`config.mk`:
```
export PLATFORM = sky130hd
export DESIGN_NAME = netc_ctrl
export DESIGN_NICKNAME = d
export VERILOG_FILES = /design/src/design/netc_pkg.sv /design/src/design/netc_ctrl.sv
export SDC_FILE = /design/constraint.sdc
export NUM_CORES = 1
export LEC_CHECK = 0
export ABC_AREA = 1
export BUFFER_PORTS_ARGS = -buffer_cell sky130_fd_sc_hd__buf_4
export CAP_MARGIN = 20
export CORE_UTILIZATION = 35
export CTS_CLUSTER_DIAMETER = 120
export DETAILED_ROUTE_END_ITERATION = 6
export GPL_ROUTABILITY_DRIVEN = 0
export GPL_TIMING_DRIVEN = 0
export PLACE_DENSITY = 0.69
export SLEW_MARGIN = 10
export SYNTH_ARGS = -nofsm -noshare
export SYNTH_HDL_FRONTEND = slang
export SYNTH_SLANG_ARGS = --single-unit
```
`constraint.sdc`:
```
create_clock -name clk -period 1.4 [get_ports clk]
set_input_delay 0.14 -clock clk [delete_from_list [all_inputs] [get_ports clk]]
set_output_delay 0.14 -clock clk [all_outputs]
set_load 0.01 [all_outputs]
```
`src/design/netc_pkg.sv`:
```
// Shared types and codes for the named entry table.
package netc_pkg;

  localparam int KEY_W   = 160;
  localparam int SIZE_W  = 32;
  localparam int ENUM_W  = 7;

  typedef enum logic [1:0] {
    FN_CREATE = 2'd0,
    FN_DELETE = 2'd1,
    FN_LIST   = 2'd2
  } func_t;

  typedef enum logic [2:0] {
    ST_CREATED   = 3'd0,
    ST_FULL      = 3'd1,
    ST_DUPLICATE = 3'd2,
    ST_DELETED   = 3'd3,
    ST_NOT_FOUND = 3'd4,
    ST_LISTED    = 3'd5,
    ST_EMPTY     = 3'd6
  } status_t;

  typedef struct packed {
    logic [1:0]         func;
    logic [63:0]        key_bytes_0_7;
    logic [63:0]        key_bytes_8_15;
    logic [31:0]        key_bytes_16_19;
    logic signed [31:0] size_kb;
  } netc_in_t;

  typedef struct packed {
    status_t            status;
    logic [ENUM_W-1:0]  entry_number;
    logic [63:0]        out_bytes_0_7;
    logic [63:0]        out_bytes_8_15;
    logic [31:0]        out_bytes_16_19;
    logic signed [31:0] out_size_kb;
    logic               last;
  } netc_out_t;

  typedef struct packed {
    logic [KEY_W-1:0]  key;
    logic [SIZE_W-1:0] size;
  } netc_entry_t;

  typedef enum logic [3:0] {
    S_IDLE,
    S_DECODE,
    S_SRCH_RD,
    S_SRCH_CMP,
    S_APPEND,
    S_SHIFT_RD,
    S_SHIFT_WR,
    S_LIST_RD,
    S_LIST_OUT,
    S_RESPOND
  } netc_state_t;

  typedef struct packed {
    logic    load_req;
    logic    idx_inc;
    logic    rd_next;
    logic    wr_en;
    logic    wr_append;
    logic    cnt_inc;
    logic    cnt_dec;
    logic    emit;
    logic    emit_row;
    logic    emit_last;
    status_t code;
  } netc_cmd_t;

  typedef struct packed {
    logic [1:0] func;
    logic       count_zero;
    logic       count_full;
    logic       match;
    logic       idx_last;
    logic       idx_next_last;
  } netc_stat_t;

endpackage

```
`src/design/netc_ctrl.sv`:
```
// Sequencer for create, delete and list requests.
module netc_ctrl import netc_pkg::*; (
  input  logic       clk,
  input  logic       rst_n,
  input  logic       start,
  input  netc_stat_t stat,
  output netc_cmd_t  cmd,
  output logic       busy
);

  netc_state_t state_r, state_nxt;
  status_t     code_r, code_nxt;

  always_ff @(posedge clk) begin
    if (!rst_n) begin
      state_r <= S_IDLE;
      code_r  <= ST_CREATED;
    end else begin
      state_r <= state_nxt;
      code_r  <= code_nxt;
    end
  end

  always_comb begin
    state_nxt = state_r;
    code_nxt  = code_r;
    case (state_r)
      S_IDLE: begin
        if (start) begin
          state_nxt = S_DECODE;
        end
      end
      S_DECODE: begin
        case (stat.func)
          FN_CREATE: begin
            if (stat.count_full) begin
              code_nxt  = ST_FULL;
              state_nxt = S_RESPOND;
            end else if (stat.count_zero) begin
              state_nxt = S_APPEND;
            end else begin
              state_nxt = S_SRCH_RD;
            end
          end
          FN_DELETE: begin
            if (stat.count_zero) begin
              code_nxt  = ST_NOT_FOUND;
              state_nxt = S_RESPOND;
            end else begin
              state_nxt = S_SRCH_RD;
            end
          end
          FN_LIST: begin
            if (stat.count_zero) begin
              code_nxt  = ST_EMPTY;
              state_nxt = S_RESPOND;
            end else begin
              state_nxt = S_LIST_RD;
            end
          end
          default: state_nxt = S_IDLE;
        endcase
      end
      S_SRCH_RD: state_nxt = S_SRCH_CMP;
      S_SRCH_CMP: begin
        if (stat.func == FN_CREATE) begin
          if (stat.match) begin
            code_nxt  = ST_DUPLICATE;
            state_nxt = S_RESPOND;
          end else if (stat.idx_last) begin
            state_nxt = S_APPEND;
          end else begin
            state_nxt = S_SRCH_RD;
          end
        end else begin
          if (stat.match) begin
            code_nxt  = ST_DELETED;
            state_nxt = stat.idx_last ? S_RESPOND : S_SHIFT_RD;
          end else if (stat.idx_last) begin
            code_nxt  = ST_NOT_FOUND;
            state_nxt = S_RESPOND;
          end else begin
            state_nxt = S_SRCH_RD;
          end
        end
      end
      S_APPEND:   state_nxt = S_IDLE;
      S_SHIFT_RD: state_nxt = S_SHIFT_WR;
      S_SHIFT_WR: state_nxt = stat.idx_next_last ? S_RESPOND : S_SHIFT_RD;
      S_LIST_RD:  state_nxt = S_LIST_OUT;
      S_LIST_OUT: state_nxt = stat.idx_last ? S_IDLE : S_LIST_RD;
      S_RESPOND:  state_nxt = S_IDLE;
      default:    state_nxt = S_IDLE;
    endcase
  end

  always_comb begin
    cmd          = '0;
    cmd.code     = code_r;
    case (state_r)
      S_IDLE: cmd.load_req = start;
      S_SRCH_CMP: begin
        if (!stat.match && !stat.idx_last) begin
          cmd.idx_inc = 1'b1;
        end
        // match on the final entry: nothing to move down
        if (stat.func == FN_DELETE && stat.match && stat.idx_last) begin
          cmd.cnt_dec = 1'b1;
        end
      end
      S_APPEND: begin
        cmd.wr_en     = 1'b1;
        cmd.wr_append = 1'b1;
        cmd.cnt_inc   = 1'b1;
        cmd.emit      = 1'b1;
        cmd.emit_last = 1'b1;
        cmd.code      = ST_CREATED;
      end
      S_SHIFT_RD: cmd.rd_next = 1'b1;
      S_SHIFT_WR: begin
        cmd.wr_en   = 1'b1;
        cmd.idx_inc = 1'b1;
        cmd.cnt_dec = stat.idx_next_last;
      end
      S_LIST_OUT: begin
        cmd.emit      = 1'b1;
        cmd.emit_row  = 1'b1;
        cmd.emit_last = stat.idx_last;
        cmd.idx_inc   = !stat.idx_last;
      end
      S_RESPOND: begin
        cmd.emit      = 1'b1;
        cmd.emit_last = 1'b1;
      end
      default: cmd.code = code_r;
    endcase
  end

  assign busy = (state_r != S_IDLE);

`ifndef SYNTHESIS
  a_accept_decode: assert property (@(posedge clk) disable iff (!rst_n)
    start && !busy |=> state_r == S_DECODE)
    else $error("accepted request not decoded");

  a_append_room: assert property (@(posedge clk) disable iff (!rst_n)
    state_r == S_APPEND |-> !stat.count_full)
    else $error("append state reached with full table");
`endif

endmodule

```
* Word level (Yosys, flattened, before mapping) *
Index checks and enable logic that the tools add are counted.

operators by class
  equal/unequal tests = 18
  mux-type cells = 36
  reduce and logical (&&, ||, !) cells = 13

operator list
  cell                                                                    number
  4-bit 2-to-1 mux                                                        10
  3-bit 2-to-1 mux                                                        11
  4-bit one-hot mux with 8 select lines                                   1
  4-bit by 3-bit equality test with 1-bit output (second input constant)  4
  3-bit inequality test (second input constant)                           5
  4-bit one-hot mux with 3 select lines                                   1
  3-bit one-hot mux with 3 select lines                                   1
  4-bit by 2-bit equality test with 1-bit output (second input constant)  2
  4-bit equality test (second input constant)                             2
  1-bit 2-to-1 mux                                                        7
  7-bit AND reduction                                                     1
  3-bit one-hot mux with 2 select lines                                   1
  4-bit by 1-bit equality test with 1-bit output (second input constant)  1
  4-bit zero test                                                         1
  4-bit inequality test (second input constant)                           1
  1-bit one-hot mux with 2 select lines                                   2
  4-bit nonzero test                                                      1
  2-bit OR reduction                                                      2
  1-bit logical AND                                                       3
  1-bit one-hot mux with 3 select lines                                   1
  3-bit OR reduction                                                      1
  2-bit by 1-bit equality test with 1-bit output (second input constant)  1
  2-bit equality test (second input constant)                             1
  1-bit zero test                                                         2
  4 further kinds                                                         4

storage, ports and cells
  register bits = 7
  output and inout bits = 14
  input port bits = 10

* Logic depth before layout (Yosys ltp) *
Gate-level depths: netlist of run 1.

  depth after elaboration = 5
  mapped depth = 10
  mapped depth without buffers = 10

* Worst setup path before layout of run 1 *
No wires, ideal clock.

  kind = flip-flop to output port
  start = register state_r[1]
  end = output port cmd[3] in the netlist's numbering
  path buffers = 0
  setup slack = 0.029 ns
  stages on the path, launching flop included = 6
  data arrival time = 1.231 ns
  cells stage by stage = dfxtp_1 nor2_1 inv_1 nor3_2 inv_1 o21ai_0

RTL lines
  element                 line             RTL
  start, declared         netc_ctrl.sv:11  netc_state_t state_r, state_nxt;
  start signal, assigned  netc_ctrl.sv:19  state_r <= state_nxt;
  end, declared           netc_ctrl.sv:7   output netc_cmd_t cmd,

==> results by group, run 1 <==
Run status
  • Status: complete, but fails checks
  • Failing checks: negative setup slack

Cells and area
  • Number of nets in the layout: between 150 and 200
  • # fillers: roughly 220
  • Growth of design area from synthesis to finish: 53.4%
  • Commonest cells after routing, fill and taps aside: nand2_1, buf_4, inv_1, nor2_1, nand3_1
  • N_diodes: 0
  • Ratio of cells with drive above 1 in the final layout: 37.3%
  • Commonest non-fill, non-tap cell in the layout: nand2_1

Detailed routing
  • Routed vias: 890
  • Post-route ant nets: 0
  • Initial drt markers: 20
  • DRC violations left: 0
  • Post-DR vias/cell: 4.54
  • TritonRoute pass-1 iters: 4
  • Total Wirelength: about 1800 um
  • Wirelength per Cell: approximately 9.0 um

Setup path
  • Arrival time at the worst endpoint: between 1000 and 1500 ps
  • Startpoint class of the critical path: register
  • Critical path class: register to primary output
  • Critical Path Fanout Max: 5
  • Worst Setup End Kind: primary output
  • Worst EP required: between 1000 and 1500 ps

Power and ir drop
  • Seq pwr share: 26.6%
  • Switching power total: between 400 and 500 uW
  • VDD IR max: ~0.00040 V
  • Total Power: 1.04 mW
  • Part of the power in the clock network: between 10% and 20%
  • Switch share: ~40%
  • Internal power: 624 uW
  • P_leak: 0.632 nW
  • Gate power share: between 50 and 60%
  • Pwr/cell area: roughly 900 nW/um^2

Yosys
  • FF+latch count, synth: 7
  • Cells after synthesis: 133
  • Synth warn: 0
  • Post-synth cell types: 18
  • Synthesized cell area: around 740 um^2
  • Post-Syn Nets: around 150
  • Avg Cell Area, Syn: 5.53 um^2
  • Sequential area share after synthesis: between 10% and 20%

Timing
  • Normalized max-slew margin: 75.2%
  • Fin worst setup slack: -22.1 ps
  • Final Max Slew Viols: 0
  • RSZ-0062 raised after global routing: true
  • Fmax: approximately 0.70 GHz
  • Final setup skew: a little over 3 ps
  • Worst Max-Slew Pin Slew: between 300 and 400 ps
  • Crit share post-route: 102%
  • Period minus WS final: 1420 ps
  • Hold Vio Cnt, Final: 0
  • # setup viols final: 1

Placement
  • Port bufs: 23
  • Pre-CTS setup slack: -45.1 ps
  • Hpwl dp: 1440 um

Clocking
  • Clock Sinks: 7
  • Clock Pin Slew Worst Setup and Hold Paths: approximately 50 ps
  • Hold buffers post-CTS: 0
  • CTS root buf: clkbuf_4
  • Worst-Skew Late Latency: 240 ps
  • CTS buffer count: 3
  • Longest Clk Path Bufs: 2
  • CTS tree: done
  • H-tree levels: 1

Floorplanning
  • Die H: 47.8 um
  • Die area: between 2000 and 2500 um^2
  • Starting density of the core: between 30% and 40%
  • Chip width: 47.8 um
  • Core box area: 1960 um^2
  • FP Rows: 16
  • Ports: 24

Global route
  • Initial antenna violation count: 0
  • GRT Total Usage: 16.4%
  • First-pass GRT wire length: between 2000 and 3000 um
  • Vias in the first global route: 705
  • Gr ovfl total: 0
  • Largest net degree at the start of global routing: 8

Job
  • Max_cap viols: 0

Worst hold path
  • Hold WC Path Type: input pin to register
==> layout make-up <==
cell class | count | area (um^2) | area share, %
inverters | 27 | 111 | 9.87
well taps | 27 | 33.8 | 2.99
plain buffers | 1 | 7.51 | 0.665
multi-input cells | 98 | 543 | 48.1
flip-flops and latches | 7 | 155 | 13.7
clock buffers | 4 | 26.3 | 2.33
repair buffers | 32 | 251 | 22.3
==> worst max-delay path, cell delays in order (launching register included) <==
cell and delay, ps:
dfxtp_4 360, nor2_4 150, inv_4 70, nor3_4 130, inv_1 70, o21ai_1 120, buf_4 130
==> synth_stat cells (all sizes together) <==
cell type,n,area share (%)
dfxtp,7,19
nand3,8,5.4
o211ai,3,3.1
a21oi,4,2.7
nor3,1,1.4
ha,5,8.5
nand4,2,1.7
buf,1,1.0
a31oi,1,0.85
nand3b,1,1.0
o21ai,5,3.4
nor2,24,14
nand2,44,24
inv,27,14
==> per-layer routing <==
| layer | vias to the layer above | wire length (um) | global-route usage (%) | share of wire (%) |
|---|---|---|---|---|
| met1 | 386 | 793 | 20.0 | 45 |
| met3 | 2 | 57 | 1.89 | 3.2 |
| li1 | 483 | - | - | - |
| met2 | 19 | 907 | 29.7 | 51 |
| met5 | - | 0 | 0 | 0 |
| met4 | 0 | 12 | 5.00 | 0.68 |
==> repair_timing <==
| item | 4_1_cts | 5_1_grt |
|---|---|---|
| cloned | 0 | 0 |
| gates resized for setup | 16 | 20 |
| buffers inserted | 4 | 5 |
| pin swaps | 3 | 9 |
| endpoints found under the setup margin | 10 | 11 |
==> flip-flops by register name, indices dropped and copies added, names as in the netlist <==
name     count
code_r       3
state_r      4
==> through the flow <==
stage          std cells  cell area (um^2)  setup TNS, ps  util [%]  hold WS (ps)
6_report             196              1130          -22.1      57.5           134
3_3_place_gp         183               942          -39.7      48.0           376
4_1_cts              191              1030          -59.2      52.5           127
5_1_grt              196              1130           -305      57.5           130
3_5_place_dp         183               942           -110      48.0           382
2_1_floorplan        133               736              0         -           238
==> power groups by stage <==
| stage | clock [mW] | combinational [mW] | sequential [mW] |
|---|---|---|---|
| final | 0.177 | 0.586 | 0.277 |
| after global placement | 0 | 0.420 | 0.268 |
| after floorplan | 0 | 0.276 | 0.262 |
| after CTS | 0.185 | 0.492 | 0.274 |
| after global routing | 0.198 | 0.662 | 0.283 |
| after detailed placement | 0 | 0.429 | 0.268 |
==> kinds of logic (layout without fill, tap and decap cells) <==
kind of cell | Yosys count | in the layout | share of synthesized area, %
fa+ha+maj | 5 | 5 | 8.50
compound gates | 13 | 13 | 10.0
buf+inv | 28 | 64 | 14.8
simple gates | 80 | 80 | 47.6
flops | 7 | 7 | 19.0
==> final timing paths <==
| path | startpoint | end | slack (ps) | cells after the start |
|---|---|---|---|---|
| setup / recovery | state_r[0]$_SDFFE_PN0P_ | cmd[3] | -20 | 6 |
| hold / removal | rst_n | state_r[1]$_SDFFE_PN0P_ | 130 | 3 |
| setup reg to reg | state_r[0]$_SDFFE_PN0P_ | code_r[0]$_SDFFE_PN0P_ | 170 | 10 |
| hold reg to reg | code_r[1]$_SDFFE_PN0P_ | code_r[1]$_SDFFE_PN0P_ | 480 | 2 |
(Power assumes the default switching activity.)
==> run 2, diff against run 1 <==
Settings changed: CORE_UTILIZATION 35 to 40, PLACE_DENSITY 0.69 to 0.75.
==> results by group, run 2 (same netlist as run 1, synthesis figures left out) <==
Job
  • Max_cap viols: 0 (unchanged)

Floorplanning
  • Starting density of the core: 42.6% (+5.1 points)
  • Core box area: 1730 um^2 (-12%)
  • Die H: 44.9 um (-6.2%)
  • Ports: 24 (unchanged)
  • FP Rows: 15 (-1)
  • Die area: 2010 um^2 (-12%)
  • Chip width: 44.9 um (-6.2%)

Power and ir drop
  • P_leak: 0.627 nW (-0.86%)
  • Internal power: 596 uW (-4.6%)
  • Pwr/cell area: 905 nW/um^2 (-1.8%)
  • VDD IR max: 0.000347 V (-14%)
  • Total Power: 1.00 mW (-3.5%)
  • Switching power total: 408 uW (-2.0%)
  • Gate power share: 54.4% (-1.9 points)
  • Part of the power in the clock network: 17.6% (+0.6 points)
  • Seq pwr share: 28.1% (+1.5 points)
  • Switch share: 40.6% (+0.62 points)

Setup path
  • Critical Path Fanout Max: 4 (-1)
  • Worst EP required: 1260 ps (about the same)
  • Startpoint class of the critical path: register
  • Critical path class: register to primary output
  • Arrival time at the worst endpoint: 1270 ps (about the same)
  • Worst Setup End Kind: primary output

Placement
  • Area after DPL: 940 um^2 (-0.27%)
  • Port bufs: 23 (unchanged)
  • Pre-CTS setup slack: -24.6 ps (+20.5 ps)
  • Hpwl dp: 1400 um (-2.3%)

Cells and area
  • N_diodes: 0 (unchanged)
  • Growth of design area from synthesis to finish: 50.7%
  • Top reg by flops: state_r
  • Multi-input logic area: 537 um^2 (-1.2%)
  • Register area: 153 um^2 (-1.6%)
  • Commonest cells after routing, fill and taps aside: nand2_1, buf_4, inv_1, nor2_1, nand3_1
  • Commonest non-fill, non-tap cell in the layout: nand2_1
  • # fillers: 162 (-26%)
  • Max FFs per register: 4 (unchanged)
  • Layout Utilization: 64.2% (+6.7 points)
  • Post-layout instance area: 1110 um^2 (-1.8%)
  • Number of nets in the layout: 185 (unchanged)
  • Biggest regs: state_r: 4 flops, code_r: 3 flops
  • Ratio of cells with drive above 1 in the final layout: 36.7% (-0.59 points)

Detailed routing
  • Total Wirelength: 1930 um (+8.7%)
  • Wirelength per Cell: 9.92 um (+9.8%)
  • DRC violations left: 0 (unchanged)
  • Post-DR vias/cell: 4.62 (+1.7%)
  • Post-route ant nets: 0 (unchanged)
  • TritonRoute pass-1 iters: 4 (unchanged)
  • WL met2: 1100 um (+21%)
  • Uppermost layer routed: met3
  • Met3 wire len: 58 um (+1.8%)
  • Routed vias: 896 (+0.67%)
  • M1 wire length: 771 um (-2.8%)
  • Initial drt markers: 13 (-35%)

Clocking
  • CTS root buf: clkbuf_4
  • CTS buffer count: 3 (unchanged)
  • Clock Pin Slew Worst Setup and Hold Paths: 50 ps (about the same)
  • Longest Clk Path Bufs: 2 (unchanged)
  • H-tree levels: 1 (unchanged)
  • Clock Sinks: 7 (unchanged)
  • CTS tree: done
  • Worst-Skew Late Latency: 240 ps (about the same)

Global route
  • Largest net degree at the start of global routing: 8 (unchanged)
  • Initial antenna violation count: 0 (unchanged)
  • GRT Total Usage: 18.3% (+1.9 points)
  • First-pass GRT wire length: 2750 um (+3.4%)
  • Gr ovfl total: 0 (unchanged)
  • Vias in the first global route: 721 (+2.3%)

Timing
  • RSZ-0062 raised after global routing: true
  • Worst Max-Slew Pin Slew: 332 ps (-36.4 ps)
  • Period minus WS final: 1410 ps (-10.8 ps)
  • Final Max Slew Viols: 0 (unchanged)
  • Final setup skew: 0.870 ps (-2.18 ps)
  • Crit share post-route: 101% (-0.77 points)
  • Fin worst setup slack: -11.3 ps (+10.8 ps)
  • Normalized max-slew margin: 77.6% (+2.5 points)
  • # setup viols final: 2 (+1)
  • Fmax: 0.709 GHz (+0.77%)
  • Hold Vio Cnt, Final: 0 (unchanged)
  • Final hold slack: 127 ps (-6.53 ps)

Run status
  • Failing checks: negative setup slack
  • Status: complete, but fails checks

Worst hold path
  • Hold WC Path Type: input pin to register
[run 2: critical path, cell delays in order, from the launching register on]
cell and delay [ps]:
dfxtp_2 360, inv_2 110, nand2_4 70, nor2_4 120
nand4_1 130, o21ai_1 110, buf_4 140
[run 2: timing repair]
item / in CTS / in global routing
endpoints found under the setup margin: 10 / 5
pin swaps: 3 / 5
buffers inserted: 3 / 6
gates resized for setup: 16 / 14
hold buffers: 0 / 0
[run 2: metrics by stage]
| stage | setup TNS, ps | instances |
|---|---|---|
| 2_1_floorplan | 0 | 133 |
| 3_3_place_gp | -5.65 | 181 |
| 3_5_place_dp | -24.6 | 181 |
| 4_1_cts | -49.1 | 188 |
| 5_1_grt | -348 | 194 |
| 6_report | -19.8 | 194 |
[run 2: worst paths after layout]
kind,from,endpoint,slack (ps),depth (start not counted)
setup / recovery,state_r[2]$_SDFFE_PN0P_,cmd[6],-10,6
hold / removal,rst_n,state_r[3]$_SDFFE_PN0P_,130,3
setup reg to reg,state_r[0]$_SDFFE_PN0P_,code_r[0]$_SDFFE_PN0P_,140,9
hold reg to reg,code_r[0]$_SDFFE_PN0P_,code_r[0]$_SDFFE_PN0P_,490,2
[run 2: cell type report]
cell class | count | area share [%]
Tap cell | 25 | 2.82
Multi-Input combinational cell | 98 | 48.4
Timing Repair Buffer | 32 | 22.3
Clock buffer | 4 | 2.37
Sequential cell | 7 | 13.8
Buffer | 1 | 0.677
Inverter | 27 | 9.59
[run 2: power by group through the flow]
stage	Sequential, mW	Combinational (mW)	Clock, mW
global placement	0.267	0.417	0
CTS	0.280	0.465	0.182
finish	0.281	0.545	0.176
global route	0.288	0.609	0.194
floorplan	0.262	0.276	0
detailed placement	0.269	0.425	0
[run 2: metal layers]
| metal | vias to the layer above | track usage, % |
|---|---|---|
| li1 | 477 | - |
| met1 | 400 | 20.2 |
| met2 | 19 | 36.2 |
| met3 | 0 | 0 |
| met4 | 0 | 8.48 |
| met5 | - | 0 |
==> run 3, diff against run 2 <==
Settings changed: REMOVE_ABC_BUFFERS from default to 1.
==> results by group, run 3 (same netlist as run 1, synthesis figures left out) <==
Run status
  • Status: finished, final reports clean

Detailed routing
  • Total Wirelength: 1900 um (-1.2%)
  • Initial drt markers: 24 (+11)
  • Post-route ant nets: 0 (unchanged)
  • Post-DR vias/cell: 4.47 (-3.2%)
  • TritonRoute pass-1 iters: 4 (unchanged)
  • DRC violations left: 0 (unchanged)
  • Routed vias: 863 (-3.7%)
  • Wirelength per Cell: 9.85 um (-0.68%)

Timing
  • Fmax: 0.716 GHz (+0.98%)
  • RSZ-0062 raised after global routing: true
  • Final setup skew: 7.00 ps (+6.13 ps)
  • Hold Vio Cnt, Final: 0 (unchanged)
  • Crit share post-route: 99.8% (-0.98 points)
  • Fin Setup TNS: 0 ps (+19.8 ps)
  • Fin worst setup slack: 2.47 ps (+13.7 ps)
  • Final hold slack: 128 ps (+0.543 ps)
  • Worst Max-Slew Pin Slew: 418 ps (+86.2 ps)
  • Final Max Slew Viols: 0 (unchanged)
  • # setup viols final: 0 (-2)
  • Normalized max-slew margin: 71.8% (-5.8 points)
  • Period minus WS final: 1400 ps (-13.7 ps)

Placement
  • Hpwl dp: 1400 um (about the same)
  • Port bufs: 23 (unchanged)
  • Area after DPL: 932 um^2 (-0.80%)
  • Dpl cells: 180 (-0.55%)
  • Pre-CTS setup slack: -22.0 ps (+2.63 ps)

Global route
  • GRT Total Usage: 18.8% (+0.53 points)
  • Vias in the first global route: 727 (+0.83%)
  • Largest net degree at the start of global routing: 8 (unchanged)
  • First-pass GRT wire length: 2820 um (+2.5%)
  • Initial antenna violation count: 0 (unchanged)
  • Gr ovfl total: 0 (unchanged)

Cells and area
  • Commonest non-fill, non-tap cell in the layout: nand2_1
  • Biggest regs: state_r: 4 flops, code_r: 3 flops
  • Ratio of cells with drive above 1 in the final layout: 35.7% (-0.97 points)
  • Number of nets in the layout: 184 (-0.54%)
  • N_diodes: 0 (unchanged)
  • Post-route insts no fill: 193 (-0.52%)
  • Commonest cells after routing, fill and taps aside: nand2_1, buf_4, inv_1, nor2_1, nand3_1
  • Layout Utilization: 63.8% (-0.43 points)
  • Post-layout instance area: 1100 um^2 (-0.68%)
  • Max FFs per register: 4 (unchanged)
  • Growth of design area from synthesis to finish: 49.7%
  • Top reg by flops: state_r

Clocking
  • CTS root buf: clkbuf_4
  • CTS buffer count: 3 (unchanged)
  • Worst-Skew Late Latency: 250 ps (about the same)
  • Clock Sinks: 7 (unchanged)
  • H-tree levels: 1 (unchanged)
  • Longest Clk Path Bufs: 2 (unchanged)
  • Clock Pin Slew Worst Setup and Hold Paths: 50 ps (about the same)
  • CTS tree: done

Setup path
  • Critical path class: register to primary output
  • Arrival time at the worst endpoint: 1260 ps (about the same)
  • Startpoint class of the critical path: register
  • Worst EP required: 1260 ps (about the same)
  • Reg2Reg Setup Slack: 120 ps (-20 ps)
  • Slowest stage delay, CP: 350 ps (about the same)
  • Slowest CP cell: dfxtp_4
  • Critical Path Fanout Max: 3 (-1)
  • Worst path cell trace: nor2_4 > inv_4 > nor3_4 > inv_1 > o21ai_1 > buf_4
  • Worst Setup End Kind: primary output

Floorplanning
  • Ports: 24 (unchanged)
  • Starting density of the core: 42.6% (unchanged)
  • Chip width: 44.9 um (unchanged)
  • Die H: 44.9 um (unchanged)
  • Die area: 2010 um^2 (unchanged)
  • FP Rows: 15 (unchanged)
  • Core box area: 1730 um^2 (unchanged)

Power and ir drop
  • P_leak: 0.622 nW (-0.72%)
  • VDD IR max: 0.000382 V (+9.9%)
  • Total Power: 1.04 mW (+3.3%)
  • Pwr/cell area: 941 nW/um^2 (+4.0%)

Worst hold path
  • Hold WC Path Type: input pin to register

Job
  • Max_cap viols: 0 (unchanged)
==> run 3: cell types whose count changed in the layout (fill, tap and decap cells not counted), moves of 2 or more <==
cell	previous run	this run
inv_2	6	4
inv_4	0	2
buf_4	31	29
nand2_2	5	7
==> run 3: path summary, 6_finish.rpt <==
path | cells after the start | from | to
hold / removal | 3 | rst_n | state_r[3]$_SDFFE_PN0P_
hold reg to reg | 2 | code_r[0]$_SDFFE_PN0P_ | code_r[0]$_SDFFE_PN0P_
setup / recovery | 6 | state_r[1]$_SDFFE_PN0P_ | cmd[3]
setup reg to reg | 9 | state_r[1]$_SDFFE_PN0P_ | code_r[0]$_SDFFE_PN0P_
==> run 3: area by class of cell <==
cell class	count	area (um^2)
inverter	27	106
clock buffer	4	26.3
timing repair buffer	32	251
tap	25	31.3
sequential	7	153
fill	183	626
multi-input combinational	98	533
==> run 3: layer usage <==
layer | share of wire [%] | vias to the layer above | wire [um] | track usage [%]
li1 | - | 477 | - | -
met1 | 41 | 366 | 788 | 21.8
met2 | 56 | 20 | 1060 | 35.0
met3 | 2.7 | 0 | 52 | 1.60
met4 | 0 | 0 | 0 | 8.48
met5 | 0 | - | 0 | 0
==> run 3: critical path: cells and delay by family (launching register included) <==
family / cells / cell delay, ps
buffers and inverters: 3 / 270
AOI/OAI and AO/OA: 1 / 110
and+or+nand+nor: 2 / 280
DFF: 1 / 350
==> run 3: repair_timing <==
action / 4_1_cts / 5_1_grt
hold buffers: 0 / 0
pin swaps: 3 / 6
setup endpoints to repair: 10 / 7
resized for setup: 14 / 16
gates cloned: 0 / 0
setup buffers: 3 / 6
==> run 3: report_power, final <==
group / switching, mW / internal, mW / leakage, nW
clock network: 0.0695 / 0.108 / 0.0150
logic: 0.310 / 0.273 / 0.547
registers: 0.0374 / 0.237 / 0.0597
total: 0.417 / 0.619 / 0.622
